**src/hw/rtl/imsu_pkg.sv**
```systemverilog
`timescale 1ns / 1ps
// ----------------------------------------------------------------------------
// imsu_pkg: shared types and constants of the spin update block
// lattice geometry, widths and the command bundle for the lattice store
// ----------------------------------------------------------------------------
package imsu_pkg;

   // lattice side, one row of the store holds one lattice row
   localparam int SIDE   = 16;
   localparam int IDX_W  = $clog2(SIDE);
   localparam int SITES  = SIDE * SIDE;

   // running totals
   localparam int SPIN_W = 10;
   localparam int BOND_W = 11;
   localparam int MAG_W  = 9;

   localparam logic signed [SPIN_W-1:0] SPIN_ALL_UP = SPIN_W'(SITES);
   localparam logic signed [SPIN_W-1:0] SPIN_ALL_DN = -SPIN_W'(SITES);
   localparam logic signed [BOND_W-1:0] BOND_FILL   = BOND_W'(2 * SITES);

   // command codes of the request channel
   localparam logic CMD_FLIP = 1'b0;
   localparam logic CMD_FILL = 1'b1;

   // register indexes of the csr channel
   localparam logic [1:0] REG_THRESH_FOUR  = 2'd0;
   localparam logic [1:0] REG_THRESH_EIGHT = 2'd1;
   localparam logic [1:0] REG_INIT_DOWN    = 2'd2;

   // requests toward the lattice store
   typedef struct packed {
      logic             fill;       // every site takes fill_down
      logic             fill_down;
      logic             wr_en;
      logic [IDX_W-1:0] wr_row;
      logic [SIDE-1:0]  wr_data;
      logic             rd_en_a;
      logic [IDX_W-1:0] rd_row_a;
      logic             rd_en_b;
      logic [IDX_W-1:0] rd_row_b;
   } lat_cmd_type;

endpackage

```
**src/hw/rtl/imsu_lattice.sv**
```systemverilog
`timescale 1ns / 1ps
// ----------------------------------------------------------------------------
// imsu_lattice: row-organized spin store
// one write port, two registered read ports; per-row valid bits stand in
// for a lattice-wide fill; reads see the fill from the next cycle
// ----------------------------------------------------------------------------
module imsu_lattice (
   input  logic                        clock,
   input  logic                        reset,
   input  imsu_pkg::lat_cmd_type       cmd,
   output logic [imsu_pkg::SIDE-1:0]   rd_data_a,
   output logic [imsu_pkg::SIDE-1:0]   rd_data_b
);
   import imsu_pkg::*;

   logic [SIDE-1:0] lat_mem [SIDE];

   logic [SIDE-1:0] row_valid_ff;
   logic [SIDE-1:0] row_valid_in;
   logic            fill_down_ff;
   logic            fill_down_in;
   logic [SIDE-1:0] rd_data_a_ff;
   logic [SIDE-1:0] rd_data_b_ff;

   always_comb begin
      row_valid_in = row_valid_ff;
      fill_down_in = fill_down_ff;
      if (cmd.fill) begin
         row_valid_in = '0;
         fill_down_in = cmd.fill_down;
      end else if (cmd.wr_en) begin
         row_valid_in[cmd.wr_row] = 1'b1;
      end
   end

   always_ff @(posedge clock) begin
      row_valid_ff <= row_valid_in;
      fill_down_ff <= fill_down_in;
      if (reset) begin
         row_valid_ff <= '0;
         fill_down_ff <= 1'b0;
      end
   end

   // storage array and registered reads; rows never written read as fill
   always_ff @(posedge clock) begin
      if (cmd.wr_en) begin
         lat_mem[cmd.wr_row] <= cmd.wr_data;
      end
      if (cmd.rd_en_a) begin
         rd_data_a_ff <= row_valid_ff[cmd.rd_row_a] ? lat_mem[cmd.rd_row_a]
                                                    : {SIDE{fill_down_ff}};
      end
      if (cmd.rd_en_b) begin
         rd_data_b_ff <= row_valid_ff[cmd.rd_row_b] ? lat_mem[cmd.rd_row_b]
                                                    : {SIDE{fill_down_ff}};
      end
   end

   assign rd_data_a = rd_data_a_ff;
   assign rd_data_b = rd_data_b_ff;

endmodule

```
**src/hw/rtl/ising_metropolis_spin_update.sv**
```systemverilog
`timescale 1ns / 1ps
// ----------------------------------------------------------------------------
// ising_metropolis_spin_update: metropolis flip on a periodic spin lattice
// keeps a 16 x 16 lattice of one-bit spins with running magnetization and
// bond sum, and tries one flip or a full fill per request
// ----------------------------------------------------------------------------
// usage
//   req_ channel: one transfer per item (command, site, random word).
//   command flip reads the site row and the row below together, the row
//   above after them, then decides and writes the site row back.
//   command fill reloads the whole lattice via row valid bits.
//   rsp_ channel: one transfer per item, flipped flag, |magnetization| and
//   bond sum after the item; the result register shows it in the cycle after
//   the decision.
//   the lattice store has two read ports and the site needs three rows, so a
//   flip reads in ST_IDLE and ST_READ2; new requests wait until it is done.
//   req_ready is high in idle, also while a result still waits in the
//   output register; the next decision waits if it is full and rsp_ready low.
//   csr_ channel: index 0 and 1 are the two Q0.32 thresholds, index 2 the
//   fill orientation; always ready, other indexes are ignored.
//   reset: lattice all up, magnetization 256, bond sum 512, thresholds 0.
// ----------------------------------------------------------------------------
module ising_metropolis_spin_update (
   input  logic                              clock,
   input  logic                              reset,
   // request channel
   input  logic                              req_valid,
   output logic                              req_ready,
   input  logic                              req_command,
   input  logic [3:0]                        req_site_x,
   input  logic [3:0]                        req_site_y,
   input  logic [31:0]                       req_random_word,
   // result channel
   output logic                              rsp_valid,
   input  logic                              rsp_ready,
   output logic                              rsp_flipped,
   output logic [imsu_pkg::MAG_W-1:0]        rsp_abs_magnetization,
   output logic signed [imsu_pkg::BOND_W-1:0] rsp_bond_sum,
   // register write channel
   input  logic                              csr_valid,
   output logic                              csr_ready,
   input  logic [1:0]                        csr_index,
   input  logic [31:0]                       csr_wdata
);
   import imsu_pkg::*;

   typedef enum logic [1:0] {
      ST_IDLE,
      ST_READ2,
      ST_EVAL,
      ST_FILL
   } state_type;

   state_type                 state_ff, state_in;

   // configuration
   logic [31:0]               thresh_four_ff,  thresh_four_in;
   logic [31:0]               thresh_eight_ff, thresh_eight_in;
   logic                      init_down_ff,    init_down_in;

   // running totals
   logic signed [SPIN_W-1:0]  total_spin_ff, total_spin_in;
   logic signed [BOND_W-1:0]  bond_total_ff, bond_total_in;

   // captured request
   logic [IDX_W-1:0]          x_ff, x_in;
   logic [IDX_W-1:0]          y_ff, y_in;
   logic [31:0]               rand_ff, rand_in;
   logic                      n_dn_ff, n_dn_in;

   // result register
   logic                      rsp_valid_ff, rsp_valid_in;
   logic                      rsp_flipped_ff, rsp_flipped_in;
   logic [MAG_W-1:0]          rsp_mag_ff, rsp_mag_in;
   logic signed [BOND_W-1:0]  rsp_bond_ff, rsp_bond_in;

   lat_cmd_type               lat_cmd;
   logic [SIDE-1:0]           rd_data_a;
   logic [SIDE-1:0]           rd_data_b;

   logic [IDX_W-1:0]          req_x, req_y;
   logic [IDX_W-1:0]          xp, xm, yp, ym;
   logic                      spin_b, n_up, n_l, n_r;
   logic [2:0]                n_diff;
   logic                      accept;
   logic                      slot_free;
   logic signed [SPIN_W-1:0]  spin_next;
   logic signed [SPIN_W-1:0]  fill_spin;
   logic                      req_xfer;

   imsu_lattice u_lattice (
      .clock     (clock),
      .reset     (reset),
      .cmd       (lat_cmd),
      .rd_data_a (rd_data_a),
      .rd_data_b (rd_data_b)
   );

   assign req_ready = (state_ff == ST_IDLE);
   assign req_xfer  = req_valid && req_ready;
   assign csr_ready = 1'b1;
   assign slot_free = !rsp_valid_ff || rsp_ready;

   // site indexes wrap modulo the side
   assign req_x = IDX_W'(req_site_x);
   assign req_y = IDX_W'(req_site_y);
   assign xp = (x_ff == IDX_W'(SIDE - 1)) ? '0 : x_ff + 1'b1;
   assign xm = (x_ff == '0) ? IDX_W'(SIDE - 1) : x_ff - 1'b1;
   assign yp = (y_ff == IDX_W'(SIDE - 1)) ? '0 : y_ff + 1'b1;
   assign ym = (y_ff == '0) ? IDX_W'(SIDE - 1) : y_ff - 1'b1;

   // in eval: port a holds the site row, port b the row above
   assign spin_b = rd_data_a[y_ff];
   assign n_l    = rd_data_a[ym];
   assign n_r    = rd_data_a[yp];
   assign n_up   = rd_data_b[y_ff];

   // neighbours of opposite spin; action change is (2 - n_diff) * 4J/T
   assign n_diff = 3'(n_up ^ spin_b) + 3'(n_dn_ff ^ spin_b)
                 + 3'(n_l ^ spin_b) + 3'(n_r ^ spin_b);

   always_comb begin
      if (n_diff >= 3'd2) begin
         accept = 1'b1;
      end else if (n_diff == 3'd1) begin
         accept = rand_ff < thresh_four_ff;
      end else begin
         accept = rand_ff < thresh_eight_ff;
      end
   end

   // up spin (bit 0) leaving lowers the total by two
   assign spin_next = spin_b ? total_spin_ff + SPIN_W'(2) : total_spin_ff - SPIN_W'(2);
   assign fill_spin = init_down_ff ? SPIN_ALL_DN : SPIN_ALL_UP;

   always_comb begin
      state_in        = state_ff;
      thresh_four_in  = thresh_four_ff;
      thresh_eight_in = thresh_eight_ff;
      init_down_in    = init_down_ff;
      total_spin_in   = total_spin_ff;
      bond_total_in   = bond_total_ff;
      x_in            = x_ff;
      y_in            = y_ff;
      rand_in         = rand_ff;
      n_dn_in         = n_dn_ff;
      rsp_valid_in    = rsp_valid_ff;
      rsp_flipped_in  = rsp_flipped_ff;
      rsp_mag_in      = rsp_mag_ff;
      rsp_bond_in     = rsp_bond_ff;
      lat_cmd         = '0;
      lat_cmd.wr_row  = x_ff;
      lat_cmd.wr_data = rd_data_a;
      lat_cmd.wr_data[y_ff] = ~spin_b;
      lat_cmd.fill_down = init_down_ff;

      if (rsp_valid_ff && rsp_ready) begin
         rsp_valid_in = 1'b0;
      end

      if (csr_valid && csr_ready) begin
         case (csr_index)
            REG_THRESH_FOUR:  thresh_four_in  = csr_wdata;
            REG_THRESH_EIGHT: thresh_eight_in = csr_wdata;
            REG_INIT_DOWN:    init_down_in    = csr_wdata[0];
            default: ;
         endcase
      end

      case (state_ff)
         ST_IDLE: begin
            if (req_xfer) begin
               x_in    = req_x;
               y_in    = req_y;
               rand_in = req_random_word;
               if (req_command == CMD_FILL) begin
                  state_in = ST_FILL;
               end else begin
                  // site row on port a, row below on port b
                  lat_cmd.rd_en_a  = 1'b1;
                  lat_cmd.rd_row_a = req_x;
                  lat_cmd.rd_en_b  = 1'b1;
                  lat_cmd.rd_row_b = (req_x == IDX_W'(SIDE - 1)) ? '0 : req_x + 1'b1;
                  state_in = ST_READ2;
               end
            end
         end
         ST_READ2: begin
            n_dn_in          = rd_data_b[y_ff];
            lat_cmd.rd_en_b  = 1'b1;
            lat_cmd.rd_row_b = xm;
            state_in         = ST_EVAL;
         end
         ST_EVAL: begin
            // decision waits until the result register can take it
            if (slot_free) begin
               rsp_valid_in   = 1'b1;
               rsp_flipped_in = accept;
               if (accept) begin
                  lat_cmd.wr_en = 1'b1;
                  total_spin_in = spin_next;
                  bond_total_in = bond_total_ff - BOND_W'(8) + BOND_W'({n_diff, 2'b00});
               end
               rsp_bond_in = bond_total_in;
               rsp_mag_in  = (total_spin_in < 0) ? MAG_W'(-total_spin_in)
                                                 : MAG_W'(total_spin_in);
               state_in = ST_IDLE;
            end
         end
         ST_FILL: begin
            if (slot_free) begin
               lat_cmd.fill   = 1'b1;
               total_spin_in  = fill_spin;
               bond_total_in  = BOND_FILL;
               rsp_valid_in   = 1'b1;
               rsp_flipped_in = 1'b0;
               rsp_mag_in     = MAG_W'(SITES);
               rsp_bond_in    = BOND_FILL;
               state_in       = ST_IDLE;
            end
         end
         default: begin
            state_in = ST_IDLE;
         end
      endcase
   end

   always_ff @(posedge clock) begin
      state_ff        <= state_in;
      thresh_four_ff  <= thresh_four_in;
      thresh_eight_ff <= thresh_eight_in;
      init_down_ff    <= init_down_in;
      total_spin_ff   <= total_spin_in;
      bond_total_ff   <= bond_total_in;
      x_ff            <= x_in;
      y_ff            <= y_in;
      rand_ff         <= rand_in;
      n_dn_ff         <= n_dn_in;
      rsp_valid_ff    <= rsp_valid_in;
      rsp_flipped_ff  <= rsp_flipped_in;
      rsp_mag_ff      <= rsp_mag_in;
      rsp_bond_ff     <= rsp_bond_in;
      if (reset) begin
         state_ff        <= ST_IDLE;
         thresh_four_ff  <= '0;
         thresh_eight_ff <= '0;
         init_down_ff    <= 1'b0;
         total_spin_ff   <= SPIN_ALL_UP;
         bond_total_ff   <= BOND_FILL;
         rsp_valid_ff    <= 1'b0;
      end
   end

   assign rsp_valid             = rsp_valid_ff;
   assign rsp_flipped           = rsp_flipped_ff;
   assign rsp_abs_magnetization = rsp_mag_ff;
   assign rsp_bond_sum          = rsp_bond_ff;

`ifndef ASSERT_OFF
   // totals move in steps of two and four from even starting points
   a_totals_aligned: assert property (@(posedge clock) disable iff (reset)
      !total_spin_ff[0] && (bond_total_ff[1:0] == 2'b00))
      else $error("running totals lost their alignment");

   // a result only appears out of a decision or a fill
   a_rsp_source: assert property (@(posedge clock) disable iff (reset)
      $rose(rsp_valid_ff) |-> ($past(state_ff) == ST_EVAL || $past(state_ff) == ST_FILL))
      else $error("result raised outside eval or fill");

   // fill restores the fully aligned bond sum
   a_fill_bond: assert property (@(posedge clock) disable iff (reset)
      (state_ff == ST_FILL && slot_free) |=> (bond_total_ff == BOND_FILL))
      else $error("fill did not restore bond sum");

   // magnetization never exceeds the site count
   a_mag_range: assert property (@(posedge clock) disable iff (reset)
      rsp_valid_ff |-> (rsp_mag_ff <= MAG_W'(SITES)))
      else $error("magnetization out of range");
`endif

endmodule
```
**config.mk**
```make
export PLATFORM = sky130hd
export DESIGN_NAME = ising_metropolis_spin_update
export DESIGN_NICKNAME = d
export VERILOG_FILES = /design/src/hw/rtl/imsu_pkg.sv /design/src/hw/rtl/imsu_lattice.sv /design/src/hw/rtl/ising_metropolis_spin_update.sv
export SDC_FILE = /design/constraint.sdc
export NUM_CORES = 1
export LEC_CHECK = 0
export CORE_AREA = 2 2 231 187
export DETAILED_ROUTE_END_ITERATION = 6
export DIE_AREA = 0 0 233 189
export DONT_BUFFER_PORTS = 1
export PLACE_DENSITY = 0.71
export SLEW_MARGIN = 30
export SYNTH_ARGS = -nofsm -noshare
export SYNTH_HDL_FRONTEND = slang
export SYNTH_SLANG_ARGS = --single-unit
```
**constraint.sdc**
```tcl
create_clock -name clock -period 9.4 [get_ports clock]
set_clock_uncertainty 0.05 [all_clocks]
set_input_delay 1.41 -clock clock [delete_from_list [all_inputs] [get_ports clock]]
set_output_delay 1.41 -clock clock [all_outputs]
set_load 0.01 [all_outputs]
```
==> key figures, run 1 <==
Routing
  • Drt wl/cell: 25.2 um
  • Via count: 17300
  • Final antenna-violating net count: 0
  • Iteration-0 DRC Markers: 2271
  • Vias per inst: 6.52
  • First drt pass iteration count: 6
  • DRC: 0
  • DRT Wirelength: 66.6 mm

CTS
  • Total CTS buffers: 45
  • Post-CTS resize count: 0
  • Worst-path clk slew: 60 ps
  • H-tree levels: 2
  • CTS tree: yes
  • Clock Latency Late Sink: 570 ps
  • Root Driver: clkbuf_16
  • Clock sink count: 454
  • Cts-stage hold buffer count: 0
  • Postcts setup bufs: 0
  • Clock tree buffer depth: 3

Setup path
  • Setup CP Type: flop to flop
  • WP data required: 9530 ps
  • CP peak stage delay: 790 ps
  • CP Launch Type: flop
  • Most Frequent Cell on Critical Path: ha_1
  • R2R setup slack: 1650 ps
  • Arrival time at the worst endpoint: 7880 ps
  • Bufs and invs on worst path: 2
  • Crit-path slowest cell: a21oi_1
  • Crit path max fanout: 16
  • CP delay by family, top: simple AND/OR/NAND/NOR gates
  • Cells along the critical path: ha_1 -> a31oi_1 -> mux4_2 -> mux4_2 -> xnor2_1 -> fa_1 -> ha_1 -> inv_1 -> ha_1 -> inv_1 -> o31a_1 -> nand3_1 -> a31oi_1 -> a21oi_1 -> nor2_4 -> nor3_2 -> nor3b_1 -> and2_1
  • Crit. End Element: flop

STA
  • Worst slew margin: 33.5%
  • Worst-margin pin slew: 993 ps
  • Final Critical Period: 7750 ps
  • RSZ-0062 raised after global routing: no
  • Max Freq: 129 MHz
  • Setup_tns: 0 ps
  • Min Hold Slack: 400 ps
  • Final hold vios: 0
  • Period utilization: 82.5%
  • Fin. max-slew vios: 0
  • Final setup vio count: 0

Logic synthesis
  • Ys flop type: edfxtp_1
  • Synth Cell Area: 23500 um^2
  • Synthesized instance count: 2127
  • Avg Cell Area, Syn: 11.1 um^2
  • Ys async rst share: 0%
  • Post-synth EDFFs: 349
  • Share of the synthesized area in the top cell type: 44.6%
  • Seq/Total Area, Yosys: 53.5%
  • Area leader, netlist: edfxtp_1
  • Distinct cell type count after synthesis: 72
  • Net Count, Synth: 2304
  • YS warnings: 0
  • Synthesized flop and latch total: 454
  • Ranking of synthesized cells by area: edfxtp_1 45%, dfxtp_1 8.9%, nand2_1 5.7%

Die
  • Rows: 67
  • Core Region: 41700 um^2
  • Die area: 44000 um^2
  • Initial core utilization: 56.5%
  • Die span in y: 189 um
  • I/O pin cnt: 104
  • Die Width: 233 um

Final layout
  • Final Util: 61.1%
  • Area Overhead vs Synth: 8.18%
  • Share of cells above drive strength 1: 10.7%
  • Final #Nets: 2233
  • N_diodes: 0
  • Fill cells: 3279
  • Footprint of the multi-input gates: 10200 um^2
  • FF/Latch Area: 12600 um^2
  • Design area: 25400 um^2

Min path
  • Hold Path Class: flop to flop

GRT
  • Vias in the first global route: 16300
  • Global route overflow: 0
  • Initial antenna violation count: 1
  • First-pass GRT wire length: 99.7 mm
  • Total Routing Usage GR: 30.1%
  • Largest net degree at the start of global routing: 89

Placement
  • IO Port Bufs: 0
  • Post-DP HPWL: 44.3 mm
  • Placed cell areas: 24000 um^2
  • Placer congestion estimate: 1.00

Outcome
  • Run status: completed

Job
  • Maxcap violations: 0

Power
  • Leakage power: 8.92 nW
  • Max IR drop VDD: 0.148 mV
  • Power Density: 227 nW/um^2
==> cells in the mapped netlist, drive strengths merged, types with 61 or more instances <==
master  count
nand2     359
edfxtp    349
a21oi     161
dfxtp     105
ha         94
inv        94
clkbuf     91
a211oi     86
and2       85
a31oi      81
nor2       80
o21ai      71
mux2i      61
==> stage by stage <==
| stage | total power (W) | std cells | setup WS, ps |
|---|---|---|---|
| 3_3_place_gp | 0.00396 | 2559 | 1980 |
| 4_1_cts | 0.00576 | 2643 | 1730 |
| 5_1_grt | 0.00602 | 2644 | 1160 |
| 6_report | 0.00578 | 2644 | 1650 |
| 3_5_place_dp | 0.00401 | 2560 | 1820 |
| 2_1_floorplan | 0.00361 | 2127 | 2400 |
==> placed cells by master (no fill, tap or decap), drive strengths merged, types with 5 or more instances in the layout <==
cell / n
or3: 9
inv: 96
xor2: 9
a211oi: 86
nor2: 80
nand4: 7
nand2b: 6
nor4: 6
nand3: 19
a31oi: 81
or4: 5
ha: 94
mux2: 36
o211ai: 21
buf: 29
and3: 6
mux2i: 61
o31ai: 17
a21o: 27
xnor2: 16
o21ai: 71
clkinv: 14
a311oi: 32
mux4: 53
edfxtp: 349
o21a: 12
a22oi: 8
clkbuf: 65
dfxtp: 105
a21oi: 161
and2: 85
nor2b: 8
o21bai: 5
nor3: 13
nand2: 359
==> worst register-to-register path, cell delays in order (launching register included) <==
cell	delay (ps)
edfxtp_1	690
ha_1	560
a31oi_1	600
mux4_2	580
mux4_2	500
xnor2_1	170
fa_1	510
ha_1	180
inv_1	60
ha_1	290
inv_1	60
o31a_1	310
nand3_1	80
a31oi_1	60
a21oi_1	790
nor2_4	90
nor3_2	570
nor3b_1	470
and2_1	780
==> final cells by class <==
type                            instances  area share [%]
Sequential cell                       454            49.4
Multi-Input combinational cell       1431            40.0
Clock buffer                           65            4.96
Tap cell                              552            2.71
Inverter                               95            1.41
Timing Repair Buffer                   29           0.900
Clock inverter                         18           0.605
==> logic make-up (layout without fill, tap and decap cells) <==
logic type / count (synthesis) / in the layout / synth area share [%]
XOR/XNOR: 25 / 25 / 0.931
other: 2 / 2 / 0.0319
AO/OA/AOI/OAI: 543 / 543 / 14.9
buffers and inverters: 242 / 207 / 4.17
multiplexers: 150 / 150 / 9.39
flip-flops: 454 / 454 / 53.5
adder cells (fa/ha/maj): 97 / 97 / 5.26
AND/OR/NAND/NOR: 614 / 614 / 11.8
==> report_power, final <==
part           leakage, nW  switching, W  internal, W  total (W)
Clock                0.696      0.000771     0.000991    0.00176
Sequential            4.05     0.0000997      0.00234    0.00244
Combinational         4.17      0.000969     0.000600    0.00157
==> registers in the layout (all words and copies together) (netlist names), 2 cells and up <==
| register | cells |
|---|---|
| thresh_eight_ff | 32 |
| rsp_bond_sum | 11 |
| x_ff | 4 |
| u_lattice.rd_data_a | 16 |
| state_ff | 2 |
| bond_total_ff | 11 |
| total_spin_ff | 9 |
| rsp_abs_magnetization | 8 |
| u_lattice.rd_data_b | 16 |
| u_lattice.row_valid_ff | 16 |
| thresh_four_ff | 32 |
| rand_ff | 32 |
| u_lattice.lat_mem | 256 |
| y_ff | 4 |
==> path summary, 6_finish.rpt <==
kind	cells past startpoint	to	start
worst min register to register	2	thresh_eight_ff[3]	thresh_eight_ff[3]
worst min-delay path	2	thresh_eight_ff[3]	thresh_eight_ff[3]
worst max register to register	18	u_lattice.lat_mem[5][15]	y_ff[0]
worst max-delay path	18	u_lattice.lat_mem[5][15]	y_ff[0]
==> metal layers <==
metal	vias to the layer above	GRT usage, %	wire length (um)
li1	7736	-	-
met1	8435	44.0	28000
met2	957	44.5	29100
met3	123	7.52	7440
met4	0	8.87	2030
met5	-	0	0
Power figures use the tool's default switching activity.
==> run 2, diff against run 1 <==
--- a/config.mk
+++ b/config.mk
@@ -9,7 +9,7 @@
 export DETAILED_ROUTE_END_ITERATION = 6
 export DIE_AREA = 0 0 233 189
 export DONT_BUFFER_PORTS = 1
-export PLACE_DENSITY = 0.71
+export PLACE_DENSITY = 0.74
 export SLEW_MARGIN = 30
 export SYNTH_ARGS = -nofsm -noshare
 export SYNTH_HDL_FRONTEND = slang
==> constraint.sdc (replaced) <==
create_clock -name clock -period 6.95 [get_ports clock]
set_clock_uncertainty 0.05 [all_clocks]
set_input_delay 1.0425 -clock clock [delete_from_list [all_inputs] [get_ports clock]]
set_output_delay 1.0425 -clock clock [all_outputs]
set_load 0.01 [all_outputs]
==> key figures, run 2 (synthesis gave the netlist of run 1 again) <==
Outcome
  • Run status: completed

STA
  • Final setup vio count: 0 (unchanged)
  • RSZ-0062 raised after global routing: no
  • Final Critical Period: 6500 ps (-1250 ps)
  • Max Freq: 154 MHz (+19%)
  • Setup_tns: 0 ps (unchanged)
  • Fin. max-slew vios: 0 (unchanged)
  • Worst slew margin: 34.0% (+0.47 points)
  • Min Hold Slack: 399 ps (-1.29 ps)
  • Final hold vios: 0 (unchanged)
  • Worst-margin pin slew: 987 ps (-6.55 ps)
  • Period utilization: 93.5% (+11 points)

Placement
  • Placer congestion estimate: 0.909 (-9.4%)
  • Post-DP HPWL: 40.2 mm (-9.2%)
  • IO Port Bufs: 0 (unchanged)
  • Placed cell areas: 24100 um^2 (+0.56%)

Setup path
  • Crit. End Element: flop
  • CP peak stage delay: 560 ps (-230 ps)
  • Setup CP Type: flop to flop
  • Crit path max fanout: 10 (-6)
  • R2R depth: 19 (+1)
  • Cells along the critical path: ha_1 -> a31oi_2 -> mux4_2 -> mux4_2 -> xnor2_1 -> fa_1 -> ha_1 -> inv_1 -> ha_1 -> nor2_1 -> nand2_1 -> nor2_1 -> o2111ai_1 -> a21oi_1 -> nor2_4 -> nor3_2 -> nor3b_1 -> and2_1 -> buf_4
  • WP data required: 7160 ps (-2370 ps)
  • CP Launch Type: flop
  • Crit-path slowest cell: mux4_2
  • Most Frequent Cell on Critical Path: ha_1
  • Arrival time at the worst endpoint: 6710 ps (-1170 ps)

Min path
  • Hold Path Class: flop to flop
  • Hold depth: 2 (unchanged)

CTS
  • Root Driver: clkbuf_16
  • Clock Latency Late Sink: 560 ps (about the same)
  • Total CTS buffers: 44 (-2.2%)
  • CTS tree: yes
  • Worst-path clk slew: 60 ps (about the same)
  • Clock sink count: 454 (unchanged)
  • Cts-stage hold buffer count: 0 (unchanged)
  • H-tree levels: 2 (unchanged)
  • Clock tree buffer depth: 3 (unchanged)

GRT
  • Initial antenna violation count: 1 (unchanged)
  • Vias in the first global route: 16800 (+3.0%)
  • Largest net degree at the start of global routing: 103 (+16%)
  • Global route overflow: 0 (unchanged)
  • Total Routing Usage GR: 28.3% (-1.7 points)
  • First-pass GRT wire length: 96.6 mm (-3.2%)

Final layout
  • Final Util: 61.8% (+0.73 points)
  • Final #Nets: 2258 (+1.1%)
  • Design area: 25800 um^2 (+1.2%)
  • Most flops, register: u_lattice.lat_mem
  • Share of cells above drive strength 1: 11.8% (+1.1 points)
  • Most frequent cells in the layout: 356 x nand2_1, 349 x edfxtp_1, 159 x a21oi_1
  • Max reg flops: 256 (unchanged)
  • Fill cells: 3167 (-3.4%)
  • Commonest non-fill, non-tap cell in the layout: nand2_1
  • Area Overhead vs Synth: 9.48%

Die
  • Die area: 44000 um^2 (unchanged)
  • Die span in y: 189 um (unchanged)
  • I/O pin cnt: 104 (unchanged)
  • Initial core utilization: 56.5% (unchanged)
  • Rows: 67 (unchanged)
  • Core Region: 41700 um^2 (unchanged)
  • Die Width: 233 um (unchanged)

Routing
  • Wire length on met1: 26.0 mm (-7.3%)
  • Met2 WL: 28.9 mm (-0.88%)
  • Routed length on met3: 5.65 mm (-24%)
  • Vias per inst: 6.43 (-1.5%)
  • Iteration-0 DRC Markers: 2093 (-7.8%)
  • DRT Wirelength: 62.2 mm (-6.6%)
  • Via count: 17200 (-0.55%)
  • DRC: 0 (unchanged)
  • Max layer used: met4
  • Drt wl/cell: 23.3 um (-7.5%)
  • First drt pass iteration count: 5 (-1)
  • Final antenna-violating net count: 0 (unchanged)

Power
  • Sequential Power Share: 41.3% (-1.0 points)
  • Int Pwr: 0.00557 W (+41%)
  • Leakage power: 9.12 nW (+2.3%)
  • Switch Pwr: 0.00244 W (+32%)
  • Logic pwr share: 26.1% (-1.1 points)
  • Clock share of power: 32.7% (+2.2 points)
  • Power Density: 311 nW/um^2 (+37%)
  • Tot Pwr: 0.00800 W (+39%)
  • Max IR drop VDD: 0.219 mV (+47%)
  • Sw Ratio: 30.4% (-1.4 points)

Job
  • Maxcap violations: 0 (unchanged)
## run 2: stage by stage
step	setup WS, ps	std cells
after detailed placement	379	2587
after floorplan	639	2127
final	452	2669
after global routing	114	2668
after CTS	323	2668
after global placement	533	2587
## run 2: routing by layer
metal,track usage (%),vias up
met5,0,-
met2,44.4,853
li1,-,7782
met3,5.44,111
met4,9.11,0
met1,40.0,8410
## run 2: worst max-delay path, delay by kind of cell (launching register included)
family | cells | cell delay, ps
and+or+nand+nor | 7 | 1790
adders and majority gates | 4 | 1390
muxes | 2 | 1060
AOI/OAI and AO/OA | 3 | 980
DFF | 1 | 390
buffers and inverters | 2 | 350
xor gates and xnor gates | 1 | 160
## run 2: what timing repair did
action | CTS | global route
buffers inserted | 0 | 0
gates resized for setup | 0 | 2
setup endpoints to repair | 0 | 40
## run 2: cell type report
cell class / instances / area (um^2) / area share, %
antenna: 1 / 2.50 / 0.00972
clock buffer: 61 / 1260 / 4.88
inverter: 95 / 358 / 1.39
sequential: 454 / 12600 / 48.9
multi-input combinational: 1431 / 10100 / 39.3
clock inverter: 20 / 320 / 1.24
tap: 552 / 691 / 2.68
timing repair buffer: 55 / 425 / 1.65
## run 2: power groups by stage
stage,sequential (W),clock (W),combinational (W)
4_1_cts,0.00330,0.00264,0.00205
5_1_grt,0.00331,0.00275,0.00232
6_report,0.00330,0.00261,0.00209
3_3_place_gp,0.00335,0,0.00199
3_5_place_dp,0.00336,0,0.00204
2_1_floorplan,0.00331,0,0.00157
## run 2: path summary, 6_finish.rpt
check | startpoint | endpoint | slack [ps]
max | y_ff[0] | u_lattice.lat_mem[7][13] | 450
min | thresh_eight_ff[23] | thresh_eight_ff[23] | 400
max reg2reg | y_ff[0] | u_lattice.lat_mem[7][13] | 450
min reg2reg | thresh_eight_ff[23] | thresh_eight_ff[23] | 400
